`src/hdl/swm_prefix.sv`:
```
// Exclusive prefix OR across the cell row, used to find the first entry to remove.
// Depends on nothing but its parameter.
`timescale 1ns / 1ps

module swm_prefix #(
  parameter int unsigned N = 64
) (
  input  logic [N-1:0] cand,
  output logic [N-1:0] preceding,
  output logic         any_set
);

  logic [N-1:0] acc;

  always_comb begin
    acc = cand;
    for (int s = 1; s < N; s = s * 2) begin
      acc = acc | (acc << s);
    end
  end

  assign preceding = acc << 1;
  assign any_set   = acc[N-1];

endmodule

```
`config.mk`:
```
export PLATFORM = sky130hd
export DESIGN_NAME = swm_prefix
export DESIGN_NICKNAME = d
export VERILOG_FILES = /design/src/hdl/swm_prefix.sv
export SDC_FILE = /design/constraint.sdc
export NUM_CORES = 1
export LEC_CHECK = 0
export BUFFER_PORTS_ARGS = -buffer_cell sky130_fd_sc_hd__buf_2
export CORE_MARGIN = 2
export CORE_UTILIZATION = 26
export DETAILED_ROUTE_END_ITERATION = 7
export PLACE_DENSITY = 0.84
export SLEW_MARGIN = 10
export SYNTH_ARGS = -nofsm -noshare
export SYNTH_HDL_FRONTEND = slang
export SYNTH_SLANG_ARGS = --single-unit
```
`constraint.sdc`:
```
create_clock -name vclk -period 2.4
set_input_delay 0.48 -clock vclk [all_inputs]
set_output_delay 0.48 -clock vclk [all_outputs]
set_load 0.005 [all_outputs]
```
==> metrics <==
setup slack after layout=-0.322 ns; fin cells=315; final hold vios=0; Congestion Overflow GR=0; Worst Hold Class=in -> out; Vias=between 1500 and 2000; Startpoint Class=input pin; Die Y=57.8 um; Final nets=350; Leakage=0.856 nW; Peak VDD IR=0.0000914 V; Rel. slew slack=between 60% and 70%; Die Area=3340 um^2; YS warnings=0; average vias per placed instance=5.35; post-synth top area share=8.99%; final setup vio count=43; Avg WL per Cell=roughly 16 um; io pins=129; failing checks=setup timing; CP required=1.92 ns; Clock buffer cells=0; drt initial violations=121; standard-cell rows=19; die width=57.8 um; most common cell after layout, fill and taps aside=buf_2; first-pass GRT wire length=6.32 mm; Netlist Area Pre-Place=752 um^2; Mapped Avg Cell Area=5.92 um^2; Slew @ Worst Pin=0.498 ns; Cell variety after synth=25; I/O Buffers=128; top post-synthesis cells by area=nor2_1, nand3_1, nand2_1; FFs & Latches=0; share of cells above drive strength 1=approximately 73%; DR pass1 iterations=4; Placed Cells incl. Taps=296; Routed Antenna Nets=0; Post-Synthesis Cells=127; status=finished, violations left; Routed WL=4.97 mm; GRT Total Usage=a little under a quarter; FF+latch area=0 um^2; number of global-route vias before repair=1393; Multi-input gate area=903 um^2; RSZ-0062 raised after global routing=true; initial core utilization=27.3%; final hold slack=1.15 ns; synthesis-to-layout area growth=175%; crit path max fanout=4; routability congestion estimate=0.873; CP arrival=2.24 ns; Pins Over Slew Limit=0; Max Fclk=0.367 GHz; CP Class=in -> out; cell taking the most area after synthesis=nor2_1; initial antenna violation count=0; max-cap check violation count=0; setup_tns=-8.53 ns; post-DP HPWL=3.14 mm; antenna cells=0; crit share post-route=113%; Min Clock Period, post-route=2.72 ns; PwrDens=approximately 67 nW/um^2; most frequent cells in the layout=buf_2, buf_4, nor2_1, buf_6; pin count of the biggest net entering global routing=20; Post-Synthesis Net Count=approximately 190; CP endpoint kind=output pin; area of the core=2760 um^2; # fillers=192; drt drc=0; sequential cell area fraction in the yosys report=0%; # hold bufs at CTS=0; total power=0.137 mW
## Yosys cell counts (all sizes together)
cell type and number:
buf 6, or4 8, nor2b 1, nand4b 5, or3 8, nand2b 5
nand3b 7, and2 1, nor4 10, nand4bb 1, nor3b 1, nand4 6
nor3 8, inv 5, nor2 18, or2 6, nor4b 3, nand2 15
conb 1, nand3 12
## area by class of cell
class	count	area share (%)
well taps	31	1.88
multi-input cells	116	43.7
repair buffers	163	53.5
inverters	5	0.909
## kinds of logic after synthesis
kind of cell,count (synthesis),share of synthesized area [%]
buf+inv,11,7.15
other cells,1,0.499
simple gates,115,92.3
## layer usage
metal	routed length (um)	global-route usage, %	up-vias
li1	-	-	794
met1	1920	29.6	795
met2	2680	43.8	86
met3	270	0.670	10
met4	105	3.32	0
met5	0	0	-
## per-stage QoR
| step | util [%] | cell area (um^2) | setup slack, ns |
|---|---|---|---|
| 2_1_floorplan | - | 752 | -0.00527 |
| 3_3_place_gp | 56.1 | 1550 | -0.252 |
| 3_5_place_dp | 56.1 | 1550 | -0.259 |
| 4_1_cts | 65.1 | 1800 | -0.248 |
| 5_1_grt | 74.9 | 2070 | -0.375 |
| 6_report | 74.9 | 2070 | -0.322 |
## power by group
group | leakage, nW | switching (mW) | internal, mW
logic | 0.856 | 0.0640 | 0.0733
registers | 0 | 0 | 0
clock network | 0 | 0 | 0
total | 0.856 | 0.0640 | 0.0733
## critical path: stages
cell and delay [ns]:
buf_6 0.09, or4_4 0.55, nand4bb_4 0.22, nor3_4 0.27
buf_6 0.18, buf_12 0.11, clkbuf_16 0.13, nand3_1 0.07
buf_2 0.15
## repair_timing
action | in CTS | in global routing
pin swaps | 5 | 4
gates resized for setup | 19 | 43
endpoints found under the setup margin | 40 | 51
setup buffers | 7 | 8
cloned | 3 | 4
## worst paths after layout
path                  slack, ns            end     start  cells after the start
worst max-delay path      -0.32  preceding[53]  cand[18]                      9
worst min-delay path       1.15   preceding[1]   cand[0]                      2
Note: power is estimated with default switching activity, not from simulation.
