<file path="config.mk">
export PLATFORM = sky130hd
export DESIGN_NAME = swm_cell
export DESIGN_NICKNAME = d
export VERILOG_FILES = /design/src/hdl/swm_pkg.sv /design/src/hdl/swm_cell.sv
export SDC_FILE = /design/constraint.sdc
export NUM_CORES = 1
export LEC_CHECK = 0
export BUFFER_PORTS_ARGS = -buffer_cell sky130_fd_sc_hd__buf_2
export CORE_AREA = 2 2 98 100
export CTS_BUF_LIST = sky130_fd_sc_hd__clkbuf_2 sky130_fd_sc_hd__clkbuf_4 sky130_fd_sc_hd__clkbuf_8
export DETAILED_ROUTE_END_ITERATION = 8
export DIE_AREA = 0 0 100 102
export GPL_ROUTABILITY_DRIVEN = 0
export GPL_TIMING_DRIVEN = 0
export PLACE_DENSITY_LB_ADDON = 0.1
export SYNTH_ARGS = -nofsm -noshare
export SYNTH_HDL_FRONTEND = slang
export SYNTH_SLANG_ARGS = --single-unit
</file>
<file path="constraint.sdc">
create_clock -name clk -period 7.2 [get_ports clk]
set_input_delay 1.44 -clock clk [delete_from_list [all_inputs] [get_ports clk]]
set_output_delay 1.44 -clock clk [all_outputs]
set_load 0.05 [all_outputs]
</file>
<file path="src/hdl/swm_pkg.sv">
// Shared definitions for the sliding window median filter.
// Holds widths, reset values and the link type passed between sorting cells.
`timescale 1ns / 1ps

package swm_pkg;

  localparam int unsigned MAX_WINDOW_DEF = 64;
  localparam int unsigned DATA_W         = 32;
  localparam int unsigned CFG_W          = 7;
  localparam logic [CFG_W-1:0] WSIZE_RESET = 7'd3;

  typedef struct packed {
    logic v;
    logic keep;
    logic gt;
    logic kb;
  } cell_link_t;

endpackage

</file>
<file path="src/hdl/swm_cell.sv">
// One sorting cell: a value, its age and a valid bit, reloaded from itself, a neighbour or the input sample.
// Depends on swm_pkg for the data width and the link type.
`timescale 1ns / 1ps

module swm_cell
  import swm_pkg::*;
#(
  parameter int unsigned MAX_WINDOW = MAX_WINDOW_DEF,
  localparam int unsigned AW = $clog2(MAX_WINDOW),
  localparam int unsigned WW = $clog2(MAX_WINDOW + 1)
) (
  input  logic                     clk,
  input  logic                     rst,
  input  logic                     step,
  input  logic                     purge,
  input  logic                     start,
  input  logic signed [DATA_W-1:0] sample,
  input  logic [WW-1:0]            w,
  input  logic                     kb,
  input  logic                     anykill,
  input  cell_link_t               llink,
  input  logic signed [DATA_W-1:0] lvalue,
  input  logic [AW-1:0]            lage,
  input  cell_link_t               rlink,
  input  logic signed [DATA_W-1:0] rvalue,
  input  logic [AW-1:0]            rage,
  output cell_link_t               link,
  output logic                     cand,
  output logic                     vld,
  output logic signed [DATA_W-1:0] value,
  output logic [AW-1:0]            age
);

  logic                     v;
  logic [WW-1:0]            age_x;
  logic                     kill;
  logic                     keep;
  logic                     gt;
  logic                     from_r;
  logic                     from_s;
  logic                     from_l;
  logic                     in_range;
  logic                     ins;
  logic [AW-1:0]            inc;
  logic                     vld_next;
  logic signed [DATA_W-1:0] value_next;
  logic [AW-1:0]            age_next;

  always_comb begin
    v     = vld & ~(step & start);
    age_x = WW'(age);
    if (step) begin
      cand = v && ((age_x + WW'(1)) >= w);
    end else begin
      cand = purge && v && (age_x >= w);
    end
    kill     = cand & ~kb;
    keep     = v & ~kill;
    gt       = step & v & (value > sample);
    link     = '{v: v, keep: keep, gt: gt, kb: kb};
    from_r   = rlink.keep & rlink.kb & ~rlink.gt;
    from_s   = keep & (kb == gt);
    from_l   = llink.keep & ~llink.kb & llink.gt;
    in_range = anykill ? v : (v | llink.v);
    ins      = step & in_range & ~(from_r | from_s | from_l);
    inc      = AW'(step);
    vld_next   = from_r | from_s | from_l | ins;
    value_next = value;
    age_next   = age;
    priority if (from_r) begin
      value_next = rvalue;
      age_next   = rage + inc;
    end else if (from_s) begin
      age_next   = age + inc;
    end else if (from_l) begin
      value_next = lvalue;
      age_next   = lage + inc;
    end else if (ins) begin
      value_next = sample;
      age_next   = '0;
    end
  end

  always_ff @(posedge clk) begin
    if (rst) begin
      vld <= 1'b0;
    end else if (step | purge) begin
      vld <= vld_next;
    end
  end

  always_ff @(posedge clk) begin
    if (step | purge) begin
      value <= value_next;
      age   <= age_next;
    end
  end

endmodule

</file>
==> results.json, run 1 <==
{
  "status": "completed",
  "die_area_sq_um": 10200,
  "ys.flop_type": "edfxtp_1",
  "crit_type": "in -> out",
  "ys_top_cells_by_area": "edfxtp_1, ha_1, mux2i_1, o21ai_0, inv_1",
  "grt_max_degree": 14,
  "powerDensity_nw_per_um2": 156,
  "cp-end-kind": "output pin",
  "clock_latency_ns": 0.31,
  "p_leak_nw": 2.48,
  "cts_buffers": 5,
  "cts_tree": "built",
  "grt-ovfl-total": 0,
  "grtUsageTotal": 0.193,
  "clk_pin_slew_ns": 0.08,
  "reg2reg_to": "value[0]$_DFFE_PP_",
  "worstSetupEndpoint": "link[1]",
  "ios": 174,
  "synth_edf_count": 38,
  "max_stage_delay_ns": 0.41,
  "synth_area_sq_um": 3570,
  "period_needed_ns": 4.90,
  "drv_cap": 0,
  "stdcell_area_sq_um": 4700,
  "start_kind": "primary input",
  "start_util": 0.392,
  "crit_path_top_delay_cell": "nor4_1",
  "drive_gt1_frac": 0.341,
  "rrSetupSlack_ns": 3.64,
  "placed_cell_area_sq_um": 4610,
  "stdcell_count": 685,
  "cts-root-buf": "clkbuf_8",
  "grt_pass1_vias": 3453,
  "drtAntennaViolNets": 0,
  "vdd_ir_drop_max_mv": 0.0714,
  "p_sw_mw": 0.286,
  "port_buffers": 172,
  "core_sq_um": 9110,
  "tns_ns": 0,
  "postCtsSetupRepairBufs": 0,
  "vias": 3452,
  "clk_path_buf_depth": 2,
  "cts_resized": 0,
  "area_delta_synth_final_pct": 31.7,
  "yosysWarnings": 0,
  "hpwl_microns": 8320,
  "critPathLaunch": "sample[26]",
  "grt_pass1_wl_microns": 15900,
  "combPwrFrac": 0.387,
  "synth_cells": 391,
  "clock_sinks": 39,
  "worstPathArrival_ns": 3.46,
  "ctsHoldBuffers": 0,
  "synth_area_per_cell_sq_um": 9.14,
  "drt-vias-per-instance": 5.04,
  "htree_num_levels": 2,
  "setup_slack_ns": 2.30,
  "r2r_cells": 12,
  "yosysMostFrequentCell": "ha_1",
  "pre_cts_ws_ns": 2.25,
  "pwr-share-clk": 0.215,
  "slew-limit-headroom": 0.350,
  "rsz0062_at_grt": "no",
  "setup_viol": 0,
  "cp.required_ns": 5.76,
  "routedWlPerCell_microns": 14.4,
  "place_inst": 677,
  "slew_violations": 0,
  "reg2reg_from": "age[2]$_DFFE_PP_",
  "hold_path.class": "reg -> reg",
  "worstPathCellList": "buf_2, inv_1, ha_1, nand4_1, nor4_1, nor2_1, a31o_1, a21o_4, clkinv_4, buf_4, buf_2",
  "synthesis.nets": 573,
  "drt_wl_total_microns": 9840,
  "path_common_cell": "buf_2",
  "ys_ff_latch": 39,
  "fp.dieW_microns": 100,
  "final_nets": 755,
  "seq_power_share": 0.398,
  "fmax_mhz": 204,
  "period_share": 0.681,
  "drtPass1Iterations": 4,
  "drc_errors": 0,
  "synth_top_area_share": 0.319,
  "ys_types": 47,
  "path_max_fanout": 3,
  "hold_violations": 0,
  "die_h_microns": 102,
  "p_int_mw": 0.449,
  "synth_top_area_cell": "edfxtp_1",
  "std_cell_rows": 35,
  "synth_common_cells": "ha_1, inv_1, nand2_1, edfxtp_1, o21ai_0",
  "drtIter0Drc": 46,
  "finClkSkew_ns": 0.0190,
  "diodes": 0,
  "utilization": 0.516,
  "switching_share": 0.389,
  "ys_seq_area_frac": 0.325,
  "antenna_found_initial": 0,
  "ys_async_sr_fraction": 0,
  "worstMarginPinSlew_ns": 0.970
}
-- cells in the final DEF, fill, tap and decap left out, drive strengths merged, types with 2 or more instances in the layout --
cell type	count
a21oi	17
ha	52
a2111oi	2
a221o	6
o211ai	3
buf	179
a21boi	3
o21ai	40
xnor2	8
nor4	2
nor3	2
a211oi	2
nand2	45
and2	2
nand3	16
and3	3
clkinv	3
edfxtp	38
xor2	8
inv	46
nand4	8
mux2i	33
nand2b	4
nor2	15
clkbuf	18
a21o	5
-- area by class of cell --
| class | count | area (sq um) |
|---|---|---|
| fillers | 909 | 4410 |
| flip-flops and latches | 39 | 1160 |
| well taps | 111 | 139 |
| plain buffers | 17 | 78.8 |
| inverters | 47 | 181 |
| clock inverters | 3 | 20.0 |
| repair buffers | 175 | 898 |
| multi-input cells | 288 | 2160 |
| clock buffers | 5 | 68.8 |
-- registers in the layout, indices dropped and copies added (netlist names) --
signal  cells
vld         1
value      32
age         6
-- stage by stage --
| stage | hold slack, ns | power (mW) |
|---|---|---|
| 6_report | 0.574 | 0.736 |
| 2_1_floorplan | 0.733 | 0.485 |
| 4_1_cts | 0.578 | 0.741 |
| 5_1_grt | 0.617 | 0.778 |
| 3_5_place_dp | 0.568 | 0.585 |
| 3_3_place_gp | 0.542 | 0.576 |
-- power by group through the flow --
stage | registers [mW] | logic [mW] | clock network (mW)
final | 0.293 | 0.284 | 0.158
after global routing | 0.296 | 0.313 | 0.168
after CTS | 0.293 | 0.288 | 0.159
after detailed placement | 0.299 | 0.287 | 0
after global placement | 0.299 | 0.277 | 0
after floorplan | 0.364 | 0.121 | 0
-- cell families (layout without fill, tap and decap cells) --
logic type | after synthesis | after routing | synth area share
DFF | 39 | 39 | 0.325
buffers and inverters | 64 | 247 | 0.0729
adders and majority gates | 52 | 52 | 0.182
xor gates and xnor gates | 16 | 16 | 0.0392
muxes | 33 | 33 | 0.0935
AOI/OAI and AO/OA | 85 | 85 | 0.153
and+or+nand+nor | 102 | 102 | 0.134
-- worst max-delay path: cells and delay by family --
family	cells	cell delay, ns
adders and majority gates	1	0.30
AOI/OAI and AO/OA	2	0.50
buffers and inverters	5	0.51
and+or+nand+nor	3	0.71
-- worst min path at each step --
stage / from / to / slack, ns / cells past startpoint
after floorplan: vld$_SDFFE_PP0P_ / vld$_SDFFE_PP0P_ / 0.73 / 2
after global placement: vld$_SDFFE_PP0P_ / vld$_SDFFE_PP0P_ / 0.54 / 2
after detailed placement: vld$_SDFFE_PP0P_ / vld$_SDFFE_PP0P_ / 0.57 / 2
after CTS: vld$_SDFFE_PP0P_ / vld$_SDFFE_PP0P_ / 0.58 / 2
after global routing: vld$_SDFFE_PP0P_ / vld$_SDFFE_PP0P_ / 0.62 / 2
final: vld$_SDFFE_PP0P_ / vld$_SDFFE_PP0P_ / 0.57 / 2
-- per-layer routing --
layer	track usage	share of wire
met5	0	0
met4	0.0653	0.018
met2	0.333	0.48
met1	0.243	0.44
met3	0.0410	0.063
Note: power is estimated with default switching activity, not from simulation.
==> run 2: changes to the inputs <==
--- a/config.mk
+++ b/config.mk
@@ -5,11 +5,12 @@
 export SDC_FILE = /design/constraint.sdc
 export NUM_CORES = 1
 export LEC_CHECK = 0
+export ABC_AREA = 1
 export BUFFER_PORTS_ARGS = -buffer_cell sky130_fd_sc_hd__buf_2
-export CORE_AREA = 2 2 98 100
+export CORE_AREA = 2 2 100 102
 export CTS_BUF_LIST = sky130_fd_sc_hd__clkbuf_2 sky130_fd_sc_hd__clkbuf_4 sky130_fd_sc_hd__clkbuf_8
 export DETAILED_ROUTE_END_ITERATION = 8
-export DIE_AREA = 0 0 100 102
+export DIE_AREA = 0 0 102 104
 export GPL_ROUTABILITY_DRIVEN = 0
 export GPL_TIMING_DRIVEN = 0
 export PLACE_DENSITY_LB_ADDON = 0.1
==> constraint.sdc (replaced) <==
create_clock -name clk -period 3.9 [get_ports clk]
set_input_delay 0.78 -clock clk [delete_from_list [all_inputs] [get_ports clk]]
set_output_delay 0.78 -clock clk [all_outputs]
set_load 0.05 [all_outputs]
==> run 2 against run 1 <==
Effect of this change:
- cell area is 2.8% higher
- register-to-register slack worse by 3.3 ns
- critical path depth increased by 5
- combinational power rose by 88%
- count of clock-buffer cells in the layout rose by 2
- die area up 4.0%
- critical endpoint is now link[2]
==> results.json, run 2 <==
{
  "die_area_sq_um": 10600,
  "tns_ns": 0,
  "clk_pin_slew_ns": 0.08,
  "synth_area_sq_um": 3690,
  "drt_wl_total_microns": 10800,
  "postCtsSetupRepairBufs": 0,
  "switching_share": 0.388,
  "hold_path.class": "reg -> reg",
  "clock_sinks": 39,
  "grt_pass1_wl_microns": 17100,
  "stdcell_count": 809,
  "cp.required_ns": 3.12,
  "p_leak_nw": 2.60,
  "vias": 3923,
  "drtPass1Iterations": 4,
  "largest_register_ffs": 32,
  "fmax_mhz": 281,
  "grt_pass1_vias": 3853,
  "status": "completed",
  "htree_num_levels": 2,
  "synth_edf_count": 38,
  "ys_top_cells_by_area": "edfxtp_1, ha_1, nand2_1, inv_1, a31oi_1",
  "path_max_fanout": 8,
  "setup_viol": 0,
  "cp-end-kind": "output pin",
  "die_h_microns": 104,
  "power_mw": 1.37,
  "synth_area_per_cell_sq_um": 7.45,
  "ys_seq_area_frac": 0.315,
  "fill_cells": 1044,
  "fp.dieW_microns": 102,
  "crit_type": "reg -> out",
  "p_sw_mw": 0.531,
  "cts-root-buf": "clkbuf_8",
  "seq_power_share": 0.392,
  "rsz0062_at_grt": "no",
  "yosysWarnings": 0,
  "finClkSkew_ns": 0.0101,
  "start_util": 0.386,
  "ys_ff_latch": 39,
  "start_kind": "register",
  "powerDensity_nw_per_um2": 283,
  "mostFrequentLayoutCells": "buf_2, nand2_1, inv_1",
  "drv_cap": 0,
  "slew_violations": 0,
  "stdcell_area_sq_um": 4840,
  "utilization": 0.506,
  "vdd_ir_drop_max_mv": 0.122,
  "cts_resized": 0,
  "combPwrFrac": 0.391,
  "synth_common_cells": "nand2_1, inv_1, ha_1, nor2_1, edfxtp_1",
  "ios": 174,
  "drive_gt1_frac": 0.308,
  "ys_types": 32,
  "drt-vias-per-instance": 4.85,
  "synth_top_area_cell": "edfxtp_1",
  "slew-limit-headroom": 0.481,
  "worstPathArrival_ns": 2.78,
  "std_cell_rows": 36,
  "period_needed_ns": 3.56,
  "grt_max_degree": 33,
  "worstMarginPinSlew_ns": 0.775,
  "synthesis.nets": 677,
  "placed_cell_area_sq_um": 4720,
  "grt-ovfl-total": 0,
  "drtIter0Drc": 127,
  "hold_violations": 0,
  "clk_path_buf_depth": 2,
  "max_flop_register": "value",
  "cts_tree": "built",
  "clock_latency_ns": 0.30,
  "grtUsageTotal": 0.199,
  "ctsHoldBuffers": 0,
  "area_delta_synth_final_pct": 31.1,
  "hpwl_microns": 8710,
  "setup_slack_ns": 0.338,
  "final_nets": 857,
  "drtAntennaViolNets": 0,
  "drc_errors": 0,
  "ys_async_sr_fraction": 0,
  "port_buffers": 172,
  "diodes": 0,
  "ys.flop_type": "edfxtp_1",
  "pwr-share-clk": 0.217,
  "top_regs": "value (32), age (6), vld (1)",
  "place_inst": 800,
  "core_sq_um": 9550,
  "cts_buffers": 5,
  "synth_top_area_share": 0.309,
  "layout_commonest_cell": "buf_2",
  "antenna_found_initial": 0,
  "yosysMostFrequentCell": "nand2_1",
  "period_share": 0.913,
  "synth_cells": 495,
  "p_int_mw": 0.837,
  "routedWlPerCell_microns": 13.3,
  "pre_cts_ws_ns": 0.0654,
  "whs_ns": 0.490
}
## run 2: power groups by stage
stage          Combinational, mW  Clock (mW)  Sequential [mW]
2_1_floorplan              0.239           0            0.662
3_3_place_gp               0.520           0            0.546
3_5_place_dp               0.530           0            0.548
4_1_cts                    0.533       0.309            0.539
5_1_grt                    0.594       0.319            0.541
6_report                   0.535       0.296            0.536
## run 2: critical path, stage by stage (launching register included)
cell      delay, ns
edfxtp_1       0.50
ha_1           0.26
nand2_1        0.09
inv_1          0.06
nand3_1        0.09
nor2_1         0.05
ha_1           0.30
a21oi_1        0.15
o21a_1         0.13
nand3_1        0.08
nand2_1        0.06
nand2_1        0.06
nand3_1        0.07
nand2_1        0.06
inv_2          0.14
buf_4          0.13
buf_2          0.24
## run 2: metal layers
layer,up-vias,GRT usage,share of wire
met2,126,0.353,0.49
met4,0,0.0505,0.013
met5,-,0,0
li1,2029,-,-
met1,1756,0.243,0.43
met3,12,0.0403,0.064
## run 2: final timing paths
| kind | depth (start not counted) | start | slack [ns] | endpoint |
|---|---|---|---|---|
| setup / recovery | 16 | age[0]$_DFFE_PP_ | 0.34 | link[2] |
| hold / removal | 2 | vld$_SDFFE_PP0P_ | 0.49 | vld$_SDFFE_PP0P_ |
| setup reg to reg | 18 | age[0]$_DFFE_PP_ | 0.39 | value[16]$_DFFE_PP_ |
| hold reg to reg | 2 | vld$_SDFFE_PP0P_ | 0.49 | vld$_SDFFE_PP0P_ |
## run 2: cell type report
type,instances,area [sq um],area share
multi-input cells,365,2160,0.447
flip-flops and latches,39,1160,0.240
repair buffers,173,888,0.184
inverters,72,274,0.0567
well taps,133,166,0.0344
plain buffers,19,93.8,0.0194
clock buffers,7,83.8,0.0173
clock inverters,1,5.00,0.00103
## run 2: cells by family (layout without fill, tap and decap cells)
family,Yosys count,in the layout,synth area share
flip-flops,39,39,0.315
AO/OA/AOI/OAI,70,70,0.114
AND/OR/NAND/NOR,235,235,0.277
buffers and inverters,91,272,0.0987
XOR/XNOR,8,8,0.0190
adder cells (fa/ha/maj),52,52,0.176
